===== src/design/dasv_pkg.sv =====
// ----------------------------------------------------------------------------
// dasv_pkg
// Shared types and constants of the detuned additive sawtooth voice.
// ----------------------------------------------------------------------------
package dasv_pkg;

    // configuration register indexes
    localparam logic [1:0] CFG_DETUNE  = 2'd0;
    localparam logic [1:0] CFG_CUTOFF  = 2'd1;
    localparam logic [1:0] CFG_ATTACK  = 2'd2;
    localparam logic [1:0] CFG_RELEASE = 2'd3;

    // voice state memory entries
    localparam logic [1:0] ENTRY_A     = 2'd0;
    localparam logic [1:0] ENTRY_B     = 2'd1;
    localparam logic [1:0] ENTRY_VOICE = 2'd2;
    localparam int         STATE_DEPTH = 3;
    localparam int         VOICE_W     = 39;

    localparam logic [3:0] NIB_NOTE_ON  = 4'h9;
    localparam logic [3:0] NIB_NOTE_OFF = 4'h8;

    localparam logic [24:0] ENV_ONE    = 25'd16777216;
    localparam logic [31:0] Q30_ONE    = 32'd1073741824;
    localparam logic [31:0] INV_TWO_PI = 32'd170891319;
    localparam logic [31:0] C9         = 32'd172273;
    localparam logic [31:0] CPOLY [4]  = '{32'd5026996, 32'd85569306,
                                           32'd693598668, 32'd1686629713};

    localparam logic [31:0] FREQ_TAB [12] = '{
        32'd548668578, 32'd581294109, 32'd615859655, 32'd652480576,
        32'd691279090, 32'd732384684, 32'd775934544, 32'd822074013,
        32'd870957077, 32'd922746880, 32'd977616265, 32'd1035748353
    };

    // divider geometry
    localparam int DIV_NW    = 48;
    localparam int DIV_DW    = 18;
    localparam int DIV_BITS  = 2;
    localparam int DIV_STEPS = DIV_NW / DIV_BITS;
    localparam int DIV_CW    = $clog2(DIV_STEPS + 1);

    typedef struct packed {
        logic busy;
        logic done;
    } div_stat_t;

    // Q16.16 frequency of a note, equal temperament
    function automatic logic [29:0] note_freq(input logic [6:0] n);
        logic [3:0]  oct;
        logic [6:0]  semi;
        logic [31:0] base;
        oct = '0;
        for (int i = 1; i <= 10; i++) begin
            if (n >= 7'(12 * i)) oct = oct + 4'd1;
        end
        semi = n - 7'(oct * 12);
        base = FREQ_TAB[semi[3:0]];
        return 30'(base >> (4'd10 - oct));
    endfunction

endpackage


===== src/design/detuned_additive_saw_voice_core.sv =====
// ----------------------------------------------------------------------------
// detuned_additive_saw_voice_core
// Monophonic additive sawtooth voice, two detuned phases, linear envelope.
// ----------------------------------------------------------------------------
// a tick sums H harmonics, two sine terms per harmonic, each term through
//   the shared multiplier and the divider
// throughput: one request at a time; the next is taken while a sample waits
// reset: synchronous active low, clears config, control and memory valid bits
module detuned_additive_saw_voice_core import dasv_pkg::*; #(
    parameter int MAX_HARMONICS    = 1024,
    parameter int SAMPLE_RATE      = 44100,
    parameter int SINE_TABLE_DEPTH = 4096
) (
    input  logic               aclk,
    input  logic               aresetn,
    input  logic               s_valid,
    output logic               s_ready,
    input  logic               s_action,
    input  logic [7:0]         s_status_byte,
    input  logic [6:0]         s_note_byte,
    output logic               m_valid,
    input  logic               m_ready,
    output logic signed [23:0] m_sample,
    input  logic               cfg_valid,
    output logic               cfg_ready,
    input  logic [1:0]         cfg_addr,
    input  logic [14:0]        cfg_data
);

    localparam int J_W   = $clog2(MAX_HARMONICS + 2);
    localparam int JF_W  = 30 + J_W;
    localparam int ABITS = $clog2(SINE_TABLE_DEPTH);
    localparam logic [31:0] QMASK = ~((32'd1 << (32 - ABITS)) - 32'd1);
    localparam logic [J_W-1:0] MAXJ = J_W'(MAX_HARMONICS);
    localparam logic [DIV_DW-1:0] SR = DIV_DW'(SAMPLE_RATE);

    typedef enum logic [4:0] {
        S_IDLE, S_RDV, S_RDA, S_RDB, S_HCHK, S_X, S_SQ, S_X2, S_POLY,
        S_DSTART, S_DWAIT, S_F0, S_F1, S_F2, S_F3, S_F4, S_F5, S_F6,
        S_I0, S_I1, S_I2, S_I3, S_I4, S_I5, S_W0, S_W1, S_W2, S_OUT
    } state_t;

    state_t state_reg;

    logic [9:0]  detune_reg;
    logic [12:0] cutoff_reg;
    logic [14:0] attack_reg, release_reg;

    logic        action_reg;
    logic [7:0]  status_reg;
    logic [6:0]  note_reg;
    logic [24:0] env_reg;
    logic [6:0]  cur_reg, gate_reg;
    logic [31:0] base_a_reg, base_b_reg, ang_a_reg, ang_b_reg;
    logic [31:0] pa_new_reg;
    logic [29:0] freq_reg;
    logic [J_W-1:0]  j_reg;
    logic [JF_W-1:0] jf_reg;
    logic        ph_reg;
    logic [30:0] x_reg;
    logic        neg_reg;
    logic [31:0] x2_reg;
    logic [1:0]  pstep_reg;
    logic signed [37:0] acc_reg;
    logic [35:0] abs_reg;
    logic        sneg_reg;
    logic [63:0] plo_reg;
    logic [33:0] m1_reg;
    logic signed [23:0] sample_reg;
    logic [63:0] prod_reg;
    logic        m_valid_reg;
    logic signed [23:0] m_sample_reg;

    logic [2:0]  vld_reg;
    logic        rdv_reg;

    logic                ram_we, ram_re;
    logic [1:0]          ram_waddr, ram_raddr;
    logic [VOICE_W-1:0]  ram_wdata, ram_rdata, rd_word;

    logic [31:0]         mul_a, mul_b;
    logic                div_start;
    logic [DIV_NW-1:0]   div_dividend, div_q;
    logic [DIV_DW-1:0]   div_divisor;
    div_stat_t           div_stat;

    logic [31:0] cur_ang, qang, poly_t;
    logic [6:0]  ev_cur, ev_gate;
    logic [24:0] env_new;
    logic signed [37:0] qs;
    logic [63:0] m1_sum, s_sum;
    logic [31:0] smag;
    logic signed [23:0] sat_sample;

    dasv_ram #(.WIDTH(VOICE_W), .DEPTH(STATE_DEPTH)) u_state_ram (
        .aclk  (aclk),
        .we    (ram_we),
        .waddr (ram_waddr),
        .wdata (ram_wdata),
        .re    (ram_re),
        .raddr (ram_raddr),
        .rdata (ram_rdata)
    );

    dasv_div u_div (
        .aclk     (aclk),
        .aresetn  (aresetn),
        .start    (div_start),
        .dividend (div_dividend),
        .divisor  (div_divisor),
        .quotient (div_q),
        .stat     (div_stat)
    );

    // entries never written read as zero
    assign rd_word = rdv_reg ? ram_rdata : '0;

    assign cur_ang = ph_reg ? ang_b_reg : ang_a_reg;
    assign qang    = cur_ang & QMASK;
    assign poly_t  = CPOLY[pstep_reg] - prod_reg[61:30];
    assign qs      = $signed({6'b0, div_q[31:0]});
    assign m1_sum  = (prod_reg << 18) + plo_reg;
    assign s_sum   = (prod_reg << 17) + plo_reg;
    assign smag    = s_sum[63:32];

    always_comb begin
        logic [31:0] sm;
        sm = smag;
        if (!sneg_reg && smag > 32'd8388607) sm = 32'd8388607;
        if (sneg_reg && smag > 32'd8388608) sm = 32'd8388608;
        sat_sample = sneg_reg ? $signed(24'(-sm)) : $signed(sm[23:0]);
    end

    // note on / note off against the stored voice word
    always_comb begin
        ev_cur  = rd_word[13:7];
        ev_gate = rd_word[6:0];
        if (status_reg[7:4] == NIB_NOTE_ON) begin
            ev_cur  = note_reg;
            ev_gate = note_reg;
        end else if (status_reg[7:4] == NIB_NOTE_OFF && note_reg == rd_word[6:0]) begin
            ev_cur  = note_reg;
            ev_gate = '0;
        end
    end

    always_comb begin
        logic signed [26:0] e;
        e = $signed({2'b0, env_reg});
        if (gate_reg != '0) begin
            if (env_reg < ENV_ONE) e = e + $signed({12'b0, attack_reg});
        end else if (env_reg != '0) begin
            e = e - $signed({12'b0, release_reg});
        end
        if (e < 0) e = '0;
        if (e > $signed({2'b0, ENV_ONE})) e = $signed({2'b0, ENV_ONE});
        env_new = e[24:0];
    end

    always_comb begin
        ram_re    = 1'b0;
        ram_raddr = ENTRY_VOICE;
        ram_we    = 1'b0;
        ram_waddr = ENTRY_VOICE;
        ram_wdata = {rd_word[38:14], ev_cur, ev_gate};
        unique case (state_reg)
            S_IDLE: ram_re = s_valid;
            S_RDV: begin
                ram_re    = action_reg;
                ram_raddr = ENTRY_A;
                ram_we    = !action_reg;
            end
            S_RDA: begin
                ram_re    = 1'b1;
                ram_raddr = ENTRY_B;
            end
            S_W0: begin
                ram_we    = 1'b1;
                ram_waddr = ENTRY_A;
                ram_wdata = VOICE_W'(pa_new_reg);
            end
            S_W1: begin
                ram_we    = 1'b1;
                ram_waddr = ENTRY_B;
                ram_wdata = VOICE_W'(base_b_reg + div_q[31:0]);
            end
            S_W2: begin
                ram_we    = 1'b1;
                ram_wdata = {env_new, cur_reg, gate_reg};
            end
            default: ;
        endcase
    end

    always_comb begin
        mul_a = '0;
        mul_b = '0;
        unique case (state_reg)
            S_SQ: begin
                mul_a = {1'b0, x_reg};
                mul_b = {1'b0, x_reg};
            end
            S_X2: begin
                mul_a = prod_reg[61:30];
                mul_b = C9;
            end
            S_POLY: begin
                mul_a = (pstep_reg == 2'd3) ? {1'b0, x_reg} : x2_reg;
                mul_b = poly_t;
            end
            S_F1: begin
                mul_a = {14'b0, abs_reg[17:0]};
                mul_b = INV_TWO_PI;
            end
            S_F2: begin
                mul_a = {14'b0, abs_reg[35:18]};
                mul_b = INV_TWO_PI;
            end
            S_F4: begin
                mul_a = {15'b0, m1_reg[16:0]};
                mul_b = {7'b0, env_reg};
            end
            S_F5: begin
                mul_a = {15'b0, m1_reg[33:17]};
                mul_b = {7'b0, env_reg};
            end
            S_I0: begin
                mul_a = {2'b0, freq_reg};
                mul_b = 32'd65536 + {22'b0, detune_reg};
            end
            S_I3: begin
                mul_a = {2'b0, freq_reg};
                mul_b = 32'd65536 - {22'b0, detune_reg};
            end
            default: ;
        endcase
    end

    always_comb begin
        div_start    = (state_reg == S_DSTART) || (state_reg == S_I1) || (state_reg == S_I4);
        div_dividend = prod_reg[DIV_NW-1:0];
        div_divisor  = SR;
        if (state_reg == S_DSTART) begin
            div_dividend = DIV_NW'(prod_reg[63:30]);
            div_divisor  = DIV_DW'(j_reg);
        end
    end

    always_ff @(posedge aclk) begin
        prod_reg <= mul_a * mul_b;
        if (!aresetn) begin
            state_reg   <= S_IDLE;
            m_valid_reg <= 1'b0;
            vld_reg     <= '0;
            rdv_reg     <= 1'b0;
            detune_reg  <= '0;
            cutoff_reg  <= '0;
            attack_reg  <= '0;
            release_reg <= '0;
        end else begin
            if (cfg_valid) begin
                unique case (cfg_addr)
                    CFG_DETUNE:  detune_reg  <= cfg_data[9:0];
                    CFG_CUTOFF:  cutoff_reg  <= cfg_data[12:0];
                    CFG_ATTACK:  attack_reg  <= cfg_data;
                    CFG_RELEASE: release_reg <= cfg_data;
                    default: ;
                endcase
            end
            if (ram_we) vld_reg[ram_waddr] <= 1'b1;
            if (ram_re) rdv_reg <= vld_reg[ram_raddr];
            // the output state reloads the register itself
            if (m_valid_reg && m_ready && state_reg != S_OUT) m_valid_reg <= 1'b0;

            unique case (state_reg)
                S_IDLE: begin
                    if (s_valid) begin
                        action_reg <= s_action;
                        status_reg <= s_status_byte;
                        note_reg   <= s_note_byte;
                        state_reg  <= S_RDV;
                    end
                end
                S_RDV: begin
                    env_reg   <= rd_word[38:14];
                    cur_reg   <= rd_word[13:7];
                    gate_reg  <= rd_word[6:0];
                    state_reg <= action_reg ? S_RDA : S_IDLE;
                end
                S_RDA: begin
                    base_a_reg <= rd_word[31:0];
                    state_reg  <= S_RDB;
                end
                S_RDB: begin
                    base_b_reg <= rd_word[31:0];
                    ang_b_reg  <= rd_word[31:0];
                    ang_a_reg  <= base_a_reg;
                    freq_reg   <= note_freq(cur_reg);
                    jf_reg     <= JF_W'(note_freq(cur_reg));
                    j_reg      <= J_W'(1);
                    ph_reg     <= 1'b0;
                    acc_reg    <= '0;
                    state_reg  <= S_HCHK;
                end
                S_HCHK: begin
                    if (j_reg <= MAXJ && jf_reg < JF_W'({cutoff_reg, 16'b0}))
                        state_reg <= S_X;
                    else
                        state_reg <= S_F0;
                end
                S_X: begin
                    // quarter-wave fold
                    x_reg     <= qang[30] ? 31'(Q30_ONE - {2'b0, qang[29:0]})
                                          : {1'b0, qang[29:0]};
                    neg_reg   <= qang[31];
                    state_reg <= S_SQ;
                end
                S_SQ: state_reg <= S_X2;
                S_X2: begin
                    x2_reg    <= prod_reg[61:30];
                    pstep_reg <= 2'd0;
                    state_reg <= S_POLY;
                end
                S_POLY: begin
                    pstep_reg <= pstep_reg + 2'd1;
                    if (pstep_reg == 2'd3) state_reg <= S_DSTART;
                end
                S_DSTART: state_reg <= S_DWAIT;
                S_DWAIT: begin
                    if (div_stat.done) begin
                        acc_reg <= neg_reg ? acc_reg - qs : acc_reg + qs;
                        if (!ph_reg) begin
                            ph_reg    <= 1'b1;
                            state_reg <= S_X;
                        end else begin
                            ph_reg    <= 1'b0;
                            j_reg     <= j_reg + 1'b1;
                            ang_a_reg <= ang_a_reg + base_a_reg;
                            ang_b_reg <= ang_b_reg + base_b_reg;
                            jf_reg    <= jf_reg + JF_W'(freq_reg);
                            state_reg <= S_HCHK;
                        end
                    end
                end
                S_F0: begin
                    sneg_reg  <= acc_reg[37];
                    abs_reg   <= acc_reg[37] ? 36'(-acc_reg) : acc_reg[35:0];
                    state_reg <= S_F1;
                end
                S_F1: state_reg <= S_F2;
                S_F2: begin
                    plo_reg   <= prod_reg;
                    state_reg <= S_F3;
                end
                S_F3: begin
                    m1_reg    <= m1_sum[63:30];
                    state_reg <= S_F4;
                end
                S_F4: state_reg <= S_F5;
                S_F5: begin
                    plo_reg   <= prod_reg;
                    state_reg <= S_F6;
                end
                S_F6: begin
                    sample_reg <= sat_sample;
                    state_reg  <= S_I0;
                end
                S_I0: state_reg <= S_I1;
                S_I1: state_reg <= S_I2;
                S_I2: begin
                    if (div_stat.done) begin
                        pa_new_reg <= base_a_reg + div_q[31:0];
                        state_reg  <= S_I3;
                    end
                end
                S_I3: state_reg <= S_I4;
                S_I4: state_reg <= S_I5;
                S_I5: if (div_stat.done) state_reg <= S_W0;
                S_W0: state_reg <= S_W1;
                S_W1: state_reg <= S_W2;
                S_W2: state_reg <= S_OUT;
                S_OUT: begin
                    if (!m_valid_reg || m_ready) begin
                        m_valid_reg  <= 1'b1;
                        m_sample_reg <= sample_reg;
                        state_reg    <= S_IDLE;
                    end
                end
                default: state_reg <= S_IDLE;
            endcase
        end
    end

    assign s_ready   = (state_reg == S_IDLE);
    assign cfg_ready = 1'b1;
    assign m_valid   = m_valid_reg;
    assign m_sample  = m_sample_reg;

`ifndef SYNTH
    a_idle_div_free: assert property (@(posedge aclk) disable iff (!aresetn)
        (state_reg == S_IDLE) |-> !div_stat.busy)
        else $error("divider busy while idle");

    a_env_bounded: assert property (@(posedge aclk) disable iff (!aresetn)
        (ram_we && ram_waddr == ENTRY_VOICE) |-> (ram_wdata[38:14] <= ENV_ONE))
        else $error("envelope write out of range");

    a_one_at_a_time: assert property (@(posedge aclk) disable iff (!aresetn)
        (s_valid && s_ready) |=> !s_ready)
        else $error("request taken while busy");
`endif

endmodule


===== src/design/dasv_ram.sv =====
// ----------------------------------------------------------------------------
// dasv_ram
// Generic simple dual-port RAM, one write and one registered read per cycle.
// ----------------------------------------------------------------------------
module dasv_ram #(
    parameter int WIDTH = 39,
    parameter int DEPTH = 3,
    localparam int AW = (DEPTH > 1) ? $clog2(DEPTH) : 1
) (
    input  logic             aclk,
    input  logic             we,
    input  logic [AW-1:0]    waddr,
    input  logic [WIDTH-1:0] wdata,
    input  logic             re,
    input  logic [AW-1:0]    raddr,
    output logic [WIDTH-1:0] rdata
);

    logic [WIDTH-1:0] mem_reg [DEPTH];
    logic [WIDTH-1:0] rdata_reg;

    always_ff @(posedge aclk) begin
        if (we) mem_reg[waddr] <= wdata;
        if (re) rdata_reg <= mem_reg[raddr];
    end

    assign rdata = rdata_reg;

endmodule


===== src/design/dasv_div.sv =====
// ----------------------------------------------------------------------------
// dasv_div
// Unsigned restoring divider, two quotient bits per cycle.
// ----------------------------------------------------------------------------
module dasv_div import dasv_pkg::*; (
    input  logic              aclk,
    input  logic              aresetn,
    input  logic              start,
    input  logic [DIV_NW-1:0] dividend,
    input  logic [DIV_DW-1:0] divisor,
    output logic [DIV_NW-1:0] quotient,
    output div_stat_t         stat
);

    logic [DIV_NW-1:0] quo_reg, quo_next;
    logic [DIV_DW-1:0] rem_reg, rem_next;
    logic [DIV_DW-1:0] dvs_reg;
    logic [DIV_CW-1:0] cnt_reg;
    logic              busy_reg, done_reg;

    always_comb begin
        logic [DIV_DW:0] t;
        rem_next = rem_reg;
        quo_next = quo_reg;
        for (int i = 0; i < DIV_BITS; i++) begin
            t = {rem_next, quo_next[DIV_NW-1]};
            quo_next = {quo_next[DIV_NW-2:0], 1'b0};
            if (t >= {1'b0, dvs_reg}) begin
                rem_next = DIV_DW'(t - {1'b0, dvs_reg});
                quo_next[0] = 1'b1;
            end else begin
                rem_next = t[DIV_DW-1:0];
            end
        end
    end

    always_ff @(posedge aclk) begin
        if (!aresetn) begin
            busy_reg <= 1'b0;
            done_reg <= 1'b0;
            cnt_reg  <= '0;
        end else begin
            done_reg <= 1'b0;
            if (start) begin
                quo_reg  <= dividend;
                rem_reg  <= '0;
                dvs_reg  <= divisor;
                cnt_reg  <= DIV_CW'(DIV_STEPS);
                busy_reg <= 1'b1;
            end else if (busy_reg) begin
                quo_reg <= quo_next;
                rem_reg <= rem_next;
                cnt_reg <= cnt_reg - 1'b1;
                if (cnt_reg == DIV_CW'(1)) begin
                    busy_reg <= 1'b0;
                    done_reg <= 1'b1;
                end
            end
        end
    end

    assign quotient  = quo_reg;
    assign stat.busy = busy_reg;
    assign stat.done = done_reg;

endmodule


===== config.mk =====
export PLATFORM = sky130hd
export DESIGN_NAME = detuned_additive_saw_voice_core
export DESIGN_NICKNAME = d
export VERILOG_FILES = /design/src/design/dasv_pkg.sv /design/src/design/detuned_additive_saw_voice_core.sv /design/src/design/dasv_ram.sv /design/src/design/dasv_div.sv
export SDC_FILE = /design/constraint.sdc
export NUM_CORES = 2
export LEC_CHECK = 0
export ABC_AREA = 1
export BUFFER_PORTS_ARGS = -buffer_cell sky130_fd_sc_hd__buf_4
export CAP_MARGIN = 30
export CELL_PAD_IN_SITES_DETAIL_PLACEMENT = 1
export CELL_PAD_IN_SITES_GLOBAL_PLACEMENT = 2
export CORE_UTILIZATION = 40
export DETAILED_ROUTE_END_ITERATION = 10
export GPL_ROUTABILITY_DRIVEN = 0
export PLACE_DENSITY = 0.79
export SYNTH_ARGS = -nofsm -noshare
export SYNTH_HDL_FRONTEND = slang
export SYNTH_HIERARCHICAL = 1
export SYNTH_SLANG_ARGS = --single-unit

===== constraint.sdc =====
create_clock -name aclk -period 18 [get_ports aclk]
set_input_delay 0.9 -clock aclk [delete_from_list [all_inputs] [get_ports aclk]]
set_output_delay 0.9 -clock aclk [all_outputs]
set_load 0.01 [all_outputs]

==> results.md <==
* Outcome: finished, violations left
* Failing checks: design-rule violations
* Relative slew slack at 29.21%
* Tcrit/Tclk final at 72.58%
* Pleak at 50.16 nW
* Hold Fails Final Rpt at 0
* Worst EP arrival at 13.77 ns
* Initial DRC count at 5712
* Setup repair bufs after CTS at 0
* FF-to-FF Start: pstep_reg[1]
* Post-Route WL at about 390000 um
* Fin Clk Skew at between 0.15 and 0.2 ns
* Crit. End Element: flip-flop
* Share of cells above drive strength 1 at just over 5%
* Chip height at between 400 and 500 um
* HP Start: s_note_byte[2]
* Die width at ~490 um
* Drt first pass iters at 9
* Slowest cell on the critical path: o21ai_0
* Ys Warns at 6
* Max H-tree Level at 3
* Detailed Place HPWL at 311700 um
* Drt drc at 8
* Fill cells at between 20000 and 30000
* Root buffer cell: clkbuf_16
* Via Count at 84470
* Nets at roughly 14000
* Crit path from: pstep_reg[1]
* Remaining Overflow, GRT at 0
* Hold crit path type: in2reg
* Worst-path clk slew at around 0.06 ns
* Mean Syn Cell Area at roughly 7.9 sq um
* # IOs at 65
* Vias per cell at 5.457
* CTS max path bufs at 3
* # Max-Cap Violations at 0
* CTS tree: built
* Final worst slack at between 4 and 5 ns
* Core Rows at ~180
* First-pass GRT wire length at a little under 600000 um
* Fmax at between 0.07 and 0.08 GHz
* Post-Syn Instances at 12200
* Cts bufs inserted at approximately 110
* GRT Overall Usage at between 30% and 40%
* Core footprint at roughly 0.24 sq mm
* CTS sink cnt at 918
* Multi-input logic area at around 0.060 sq mm
* Post-DRT Antenna Nets at 0
* Vias in the first global route at 90260
* Pre-CTS WS at roughly 5.2 ns
* Crit path time final at ~13 ns
* Most frequent cells in the layout: nand2_1, inv_1, nor2_1, fa_1, edfxtp_1
* Die area at around 0.24 sq mm
* Worst setup path class: reg2reg
* Crit path launch type: flip-flop
* Pin count of the biggest net entering global routing at between 80 and 90
* # resized after CTS at 0
* Pwr Density at between 100 and 150 mW/mm^2
* CP max stage delay at between 0.7 and 0.8 ns
* CP required at 18.70 ns
* Clock latency on the worst-skew pair at 0.87 ns
* CTS Hold Buffers Added at 0
* CP max FO at 23
* Fin. max-slew vios at 0
* Register Area at ~0.026 sq mm
* Synthesized area at between 0.09 and 0.1 sq mm
* Worst Tran Pin Value at about 1.1 ns
* Starting Density at approximately two fifths
* Leading cell type in the layout, fill and taps excluded: nand2_1
* Worst VDD drop at roughly 0.00017 V
* Final setup fails at 0
* WL/cell at approximately 25 um
* Number of flip-flops in the largest register at 117
* Initial antenna violation count at 8
* Layout Area Growth over Synthesis at 8.923%
* Sum of negative setup slack at 0 ns
* RSZ-0062 raised after global routing: false
* Port bufs at between 50 and 60
==> critical path, delay by kind of cell, from the launching register on <==
kind / cells / cell delay (ns)
adder cells (fa/ha/maj): 12 / 5.77
XOR/XNOR: 1 / 0.16
AND/OR/NAND/NOR: 10 / 0.99
AO/OA/AOI/OAI: 12 / 3.45
flip-flops: 1 / 0.57
buffers and inverters: 11 / 2.00
==> through the flow <==
step	utilization [%]	instances	hold WS, ns	area (sq um)	total power [mW]
finish	43.93	15480	0.2057	104700	10.56
global route	43.92	15470	0.1791	104700	11.16
CTS	43.89	15470	0.1494	104600	10.54
detailed placement	42.23	15260	0.4070	100600	8.039
global placement	42.15	15250	0.4079	100400	7.919
floorplan	-	12210	0.4003	96110	6.238
==> report_power, final <==
part	total, mW	internal, mW	switching, mW
Clock	2.46	1.41	1.05
Sequential	3.05	2.78	0.267
Combinational	5.05	1.45	3.60
Total	10.6	5.65	4.92
==> final timing paths <==
check	end	slack, ns	cells after the start
worst min register to register	m_sample[4]	0.42	0
worst max-delay path	prod_reg[62]	4.94	46
worst max register to register	prod_reg[62]	4.94	46
worst min-delay path	note_reg[2]	0.21	1
==> layout make-up <==
class,instances,area share (%)
antenna,3,0.007172
clock buffer,134,2.774
clock inverter,75,0.9921
inverter,2360,8.465
multi-input combinational,8574,57.01
sequential,918,25.05
tap,3167,3.786
timing repair buffer,246,1.912
==> metal layers <==
metal | routed length, um | GRT usage, % | up-vias
li1 | - | - | 38640
met1 | 158200 | 39.73 | 42570
met2 | 183700 | 54.14 | 2419
met3 | 20590 | 3.946 | 839
met4 | 29420 | 20.27 | 0
met5 | 0 | 0 | -
No activity file was read; power rests on OpenSTA's default activity.
